[src/hw/rtl/spq_pkg.sv]
// Package for the sorted priority queue: sizes, operation and status codes,
// and the transaction and cell types shared by all modules. No dependencies.

package spq_pkg;

	localparam int CAPACITY   = 16;
	localparam int SCORE_BITS = 8;
	localparam int ID_BITS    = 16;
	localparam int COUNT_BITS = $clog2(CAPACITY + 1);

	typedef enum logic [1:0] {
		OP_INSERT   = 2'd0,
		OP_POP      = 2'd1,
		OP_PEEK     = 2'd2,
		OP_CONTAINS = 2'd3
	} op_t;

	typedef enum logic [1:0] {
		STATUS_OK    = 2'd0,
		STATUS_FULL  = 2'd1,
		STATUS_EMPTY = 2'd2
	} status_t;

	typedef struct packed {
		op_t                   op;
		logic [SCORE_BITS-1:0] score;
		logic [ID_BITS-1:0]    payload_id;
	} in_item_t;

	typedef struct packed {
		status_t               status;
		logic                  found;
		logic [SCORE_BITS-1:0] head_score;
		logic [ID_BITS-1:0]    head_id;
		logic [COUNT_BITS-1:0] entry_count;
	} out_item_t;

	typedef struct packed {
		logic [SCORE_BITS-1:0] score;
		logic [ID_BITS-1:0]    id;
	} entry_t;

	typedef struct packed {
		logic                  insert;
		logic                  pop;
		logic [SCORE_BITS-1:0] score;
		logic [ID_BITS-1:0]    id;
	} cell_cmd_t;

endpackage

[src/hw/rtl/sorted_priority_queue_unit.sv]
// Top level of the sorted priority queue: a chain of spq_cell slots plus the
// occupancy counter and the result register. Depends on spq_pkg and spq_cell.
//
//   channel   direction  handshake                 payload
//   command   in         start high, busy low      cmd    (spq_pkg::in_item_t)
//   result    out        done strobe, one cycle    result (spq_pkg::out_item_t)
//
// Every slot compares against the command and shifts in the same cycle, so a
// transaction is taken in every cycle and its result is registered, appearing in the next cycle.
// busy never rises; the cell chain settles each operation before the next one is taken.
// Reset clears the occupancy count and the result strobe; slot contents are
// left as they are and are never read until written.

module sorted_priority_queue_unit (
	input  logic               clk,
	input  logic               arst_n,
	input  logic               start,
	output logic               busy,
	input  spq_pkg::in_item_t  cmd,
	output logic               done,
	output spq_pkg::out_item_t result
);

	logic [spq_pkg::COUNT_BITS-1:0] count_q;
	logic                           done_q;
	spq_pkg::out_item_t             result_q;

	spq_pkg::cell_cmd_t   cell_cmd;
	spq_pkg::entry_t      entries [spq_pkg::CAPACITY];
	logic [spq_pkg::CAPACITY-1:0] lands;
	logic [spq_pkg::CAPACITY-1:0] hits;

	logic               accept;
	logic               full;
	logic               empty;
	logic               do_insert;
	logic               do_pop;
	spq_pkg::out_item_t result_d;

	assign busy   = 1'b0;
	assign accept = start && !busy;
	assign full   = (count_q == spq_pkg::COUNT_BITS'(spq_pkg::CAPACITY));
	assign empty  = (count_q == '0);

	assign do_insert = accept && (cmd.op == spq_pkg::OP_INSERT) && !full;
	assign do_pop    = accept && (cmd.op == spq_pkg::OP_POP) && !empty;

	assign cell_cmd.insert = do_insert;
	assign cell_cmd.pop    = do_pop;
	assign cell_cmd.score  = cmd.score;
	assign cell_cmd.id     = cmd.payload_id;

	for (genvar i = 0; i < spq_pkg::CAPACITY; i++) begin : g_cell
		logic            left_lands;
		spq_pkg::entry_t left_entry;
		spq_pkg::entry_t right_entry;

		if (i == 0) begin : g_first
			assign left_lands = 1'b0;
			assign left_entry = entries[i];
		end else begin : g_inner_left
			assign left_lands = lands[i-1];
			assign left_entry = entries[i-1];
		end

		if (i == spq_pkg::CAPACITY - 1) begin : g_last
			assign right_entry = entries[i];
		end else begin : g_inner_right
			assign right_entry = entries[i+1];
		end

		spq_cell u_cell (
			.clk         (clk),
			.cmd         (cell_cmd),
			.occupied    (count_q > spq_pkg::COUNT_BITS'(i)),
			.left_lands  (left_lands),
			.left_entry  (left_entry),
			.right_entry (right_entry),
			.entry       (entries[i]),
			.lands       (lands[i]),
			.match       (hits[i])
		);
	end

	always_comb begin
		result_d             = '0;
		result_d.status      = spq_pkg::STATUS_OK;
		result_d.entry_count = count_q;
		unique case (cmd.op)
			spq_pkg::OP_INSERT: begin
				if (full) begin
					result_d.status = spq_pkg::STATUS_FULL;
				end else begin
					result_d.entry_count = count_q + 1'b1;
				end
			end
			spq_pkg::OP_POP, spq_pkg::OP_PEEK: begin
				if (empty) begin
					result_d.status = spq_pkg::STATUS_EMPTY;
				end else begin
					result_d.found      = 1'b1;
					result_d.head_score = entries[0].score;
					result_d.head_id    = entries[0].id;
					if (cmd.op == spq_pkg::OP_POP) begin
						result_d.entry_count = count_q - 1'b1;
					end
				end
			end
			spq_pkg::OP_CONTAINS: begin
				result_d.found = |hits;
			end
			default: begin
				result_d.status = spq_pkg::STATUS_OK;
			end
		endcase
	end

	always_ff @(posedge clk or negedge arst_n) begin
		if (!arst_n) begin
			count_q <= '0;
			done_q  <= 1'b0;
		end else begin
			done_q <= accept;
			if (do_insert) begin
				count_q <= count_q + 1'b1;
			end else if (do_pop) begin
				count_q <= count_q - 1'b1;
			end
		end
	end

	always_ff @(posedge clk) begin
		if (accept) begin
			result_q <= result_d;
		end
	end

	assign done   = done_q;
	assign result = result_q;

endmodule

[src/hw/rtl/spq_cell.sv]
// One slot of the sorted chain: holds an entry and trades it with its neighbors.
// Depends on spq_pkg.

module spq_cell (
	input  logic              clk,
	input  spq_pkg::cell_cmd_t cmd,
	input  logic              occupied,
	input  logic              left_lands,
	input  spq_pkg::entry_t   left_entry,
	input  spq_pkg::entry_t   right_entry,
	output spq_pkg::entry_t   entry,
	output logic              lands,
	output logic              match
);

	spq_pkg::entry_t entry_q;

	// The new entry lands at or before this slot when the slot is empty or
	// holds a strictly lower score, so equal scores stay in arrival order.
	assign lands = !occupied || (entry_q.score < cmd.score);
	assign match = occupied && (entry_q.score == cmd.score);
	assign entry = entry_q;

	always_ff @(posedge clk) begin
		if (cmd.insert) begin
			if (left_lands) begin
				entry_q <= left_entry;
			end else if (lands) begin
				entry_q.score <= cmd.score;
				entry_q.id    <= cmd.id;
			end
		end else if (cmd.pop) begin
			entry_q <= right_entry;
		end
	end

endmodule

[config.mk]
export PLATFORM = sky130hd
export DESIGN_NAME = sorted_priority_queue_unit
export DESIGN_NICKNAME = d
export VERILOG_FILES = /design/src/hw/rtl/spq_pkg.sv /design/src/hw/rtl/sorted_priority_queue_unit.sv /design/src/hw/rtl/spq_cell.sv
export SDC_FILE = /design/constraint.sdc
export NUM_CORES = 1
export LEC_CHECK = 0
export BUFFER_PORTS_ARGS = -buffer_cell sky130_fd_sc_hd__buf_2
export CAP_MARGIN = 25
export CORE_MARGIN = 2
export CORE_UTILIZATION = 39
export CTS_CLUSTER_DIAMETER = 120
export CTS_CLUSTER_SIZE = 28
export DETAILED_ROUTE_END_ITERATION = 10
export HOLD_SLACK_MARGIN = 0.02
export SLEW_MARGIN = 20
export SYNTH_ARGS = -nofsm -noshare
export SYNTH_HDL_FRONTEND = slang
export SYNTH_SLANG_ARGS = --single-unit
[constraint.sdc]
create_clock -name clk -period 12.53 [get_ports clk]
set_input_delay 3.1325 -clock clk [delete_from_list [all_inputs] [get_ports clk]]
set_output_delay 3.1325 -clock clk [all_outputs]
set_load 0.01 [all_outputs]
==> metrics.yaml <==
sta:
  min_tclk_post_route_ps: 6360
  drv_slew: 0
  max_freq_mhz: 157
  final_clock_period_utilization_by_the_worst_path_pct: 50.7
  hold_viol_final: 0
  max_slew_margin_pct: 14.9
  number_of_endpoints_failing_setup_at_the_final_stage: 0
  transition_time_at_the_pin_with_the_least_slew_margin_ps: 1280
  final_worst_setup_slack_ps: 6170
  final.setup_skew_ps: 44.6
  timing.setup.tns_ps: 0
  rsz0062_at_grt: "false"
synthesis:
  synthDistinctLibCells: 66
  synth.yosys.warnings: 0
  synth_most_common_cell: "edfxtp_1"
  netlist_instances: 2246
  yosys_register_bits: 422
  synth_enable_flop_cells: 416
  syn-num-nets: 2413
  post_synth_main_area_contributors: "edfxtp_1, mux2i_1, ha_1"
  synth_top_flop_cell: "edfxtp_1"
  yosys.area.top_type_share_pct: 51.9
  synthesis.area_sq_mm: 0.0241
  synth.avg_cell_area_sq_um: 10.7
  synth_top_area_cell: "edfxtp_1"
  async_reset_ff_share_pct: 1.42
  share_of_the_yosys_chip_area_belonging_to_registers_pct: 52.5
  synth_common_cells: "edfxtp_1, nand2_1, o21ai_0, mux2i_1, a21oi_1"
layout:
  antenna_cells: 0
  seq_cell_area_sq_mm: 0.0126
  fillerInstances: 5841
  final_util_pct: 41.6
  final_area_sq_mm: 0.0255
  final_layout_size_suffix_gt1_share_pct: 8.33
  multi_input_area_sq_mm: 0.0105
  design.final.nets: 2359
  syn2layout_area_growth_pct: 6.12
clocking:
  cts_hold_buffers: 0
  cts_setup_buffers: 0
  clock_tree_from_tritoncts: "built"
  cts_inserted_buffers: 19
  htree_num_levels: 1
  post_cts_resize_count: 0
  cts.sink_count: 422
  clk_pin_slew_worst_paths_ps: 100
  cts_max_path_buffers: 3
  clk_root_buffer_cell: "clkbuf_16"
  clock_latency_ps: 580
setup_path:
  worst_r2r_path_depth: 8
  worstSetupPathType: "primary input to register"
  critical_path.reg2reg.endpoint: "g_cell[14].u_cell.entry[11]$_DFFE_PP_"
  worstSetupStartpoint: "cmd[24]"
  worstSetupStartpointType: "primary input"
  cp_max_fo: 86
  critical_path_required_ps: 12790
  data_arrival_time_of_the_critical_path_ps: 6620
  setup.worst_path.end_class: "register"
  r2r_slack_ps: 8350
  r2r-start: "count_q[2]$_DFFE_PN0P_"
min_path:
  whs_path_depth: 2
  worst_hold_path_type: "register to register"
  worstHoldEndpoint: "g_cell[14].u_cell.entry[7]$_DFFE_PP_"
  hold_path_startpoint: "g_cell[15].u_cell.entry[7]$_DFFE_PP_"
route:
  drc: 0
  drt-wirelength-per-cell_um: 20.8
  drtPass1Iterations: 5
  drt_wl_total_um: 62200
  num_vias: 17300
  vias_per_cell: 5.80
  postRouteAntennaNets: 0
  drt_iter0_markers: 1377
floorplan:
  floorplan.rows: 91
  chipHeight_um: 252
  die_width_um: 252
  design.die.area_sq_mm: 0.0637
  floorplan.initialDensity_pct: 39.2
  core_area_sq_mm: 0.0614
  top_level_ports: 63
global_routing:
  overflow: 0
  initial_antenna_violation_count: 0
  grt_pass1_wl_um: 97800
  global_route.usage.total_pct: 19.2
  grt_pass1_vias: 17500
  pin_count_of_the_biggest_net_entering_global_routing: 281
pwr:
  design_power_total_mw: 3.91
  p_per_area_mw_per_mm2: 153
  worst_ir_drop_vdd_mv: 0.119
  total_leakage_power_nw: 10.0
place:
  dp_hpwl_um: 43900
  pre_cts_slack_ps: 5520
  placement.io_buffers: 61
  final_replace_weighted_congestion: 0.890
  placedInstanceArea_sq_mm: 0.0249
outcome:
  run_status: "completed"
job:
  cap_violations: 0
==> per-stage QoR <==
stage	hold WS, ps	std cells
after CTS	556	2984
final	555	2988
after global placement	528	2956
after global routing	583	2988
after floorplan	514	2246
after detailed placement	540	2957
==> metal layers <==
metal,share of wire (%),track usage [%],wire length [um],vias to the layer above
li1,-,-,-,8130
met1,45,26.4,27900,8687
met2,48,32.6,30000,434
met3,4.5,2.15,2770,73
met4,2.4,4.56,1490,0
met5,0,0,0,-
==> state kept, by name, summed over array words and instances, names as in the netlist <==
| signal | count |
|---|---|
| count_q | 5 |
| done | 1 |
| g_cell.u_cell.entry | 384 |
| result | 32 |
==> worst max path at each step <==
stage,endpoint,slack (ps),depth (start not counted)
detailed placement,g_cell[12].u_cell.entry[7]$_DFFE_PP_,5520,10
global placement,g_cell[14].u_cell.entry[8]$_DFFE_PP_,5410,10
global route,g_cell[14].u_cell.entry[4]$_DFFE_PP_,5830,11
floorplan,g_cell[0].u_cell.entry[0]$_DFFE_PP_,5470,10
finish,g_cell[14].u_cell.entry[11]$_DFFE_PP_,6170,11
CTS,g_cell[12].u_cell.entry[7]$_DFFE_PP_,6130,10
==> critical path, stage by stage <==
cell and delay [ps]:
buf_2 110, inv_1 50, ha_1 320, inv_1 220, a31oi_2 130, nand2_4 320
buf_4 700, buf_4 550, nor2_1 150, a21oi_2 490, buf_4 360
==> kinds of logic (layout without fill, tap and decap cells) <==
kind of cell / count (synthesis) / in the layout / synth area share (%)
fa+ha+maj: 138 / 138 / 7.17
flops: 422 / 422 / 52.5
mux: 268 / 268 / 11.3
compound gates: 545 / 545 / 13.0
buf+inv: 217 / 169 / 4.33
simple gates: 651 / 651 / 11.6
xor+xnor: 4 / 4 / 0.146
other cells: 1 / 1 / 0.0156
==> final cells by class <==
class | instances | share of cell area (%)
flip-flops and latches | 422 | 49.5
multi-input cells | 1607 | 41.3
well taps | 790 | 3.87
repair buffers | 101 | 2.67
clock buffers | 25 | 1.95
inverters | 41 | 0.603
clock inverters | 2 | 0.152
==> placed cells by master, fill, tap and decap left out, types with 34 or more instances in the layout <==
master / instances
edfxtp_1: 416
o211ai_1: 67
a21oi_1: 137
mux2i_1: 244
inv_1: 41
nand3_1: 75
nor2_1: 75
buf_4: 34
nand2_1: 410
ha_1: 138
o21ai_0: 262
buf_2: 61
==> report_power, final <==
group	total, mW	leakage (nW)	switching, mW	internal (mW)
clock network	0.755	0.257	0.466	0.289
logic	1.24	5.81	0.772	0.470
registers	1.92	3.97	0.127	1.79
Note: power is estimated with default switching activity, not from simulation.
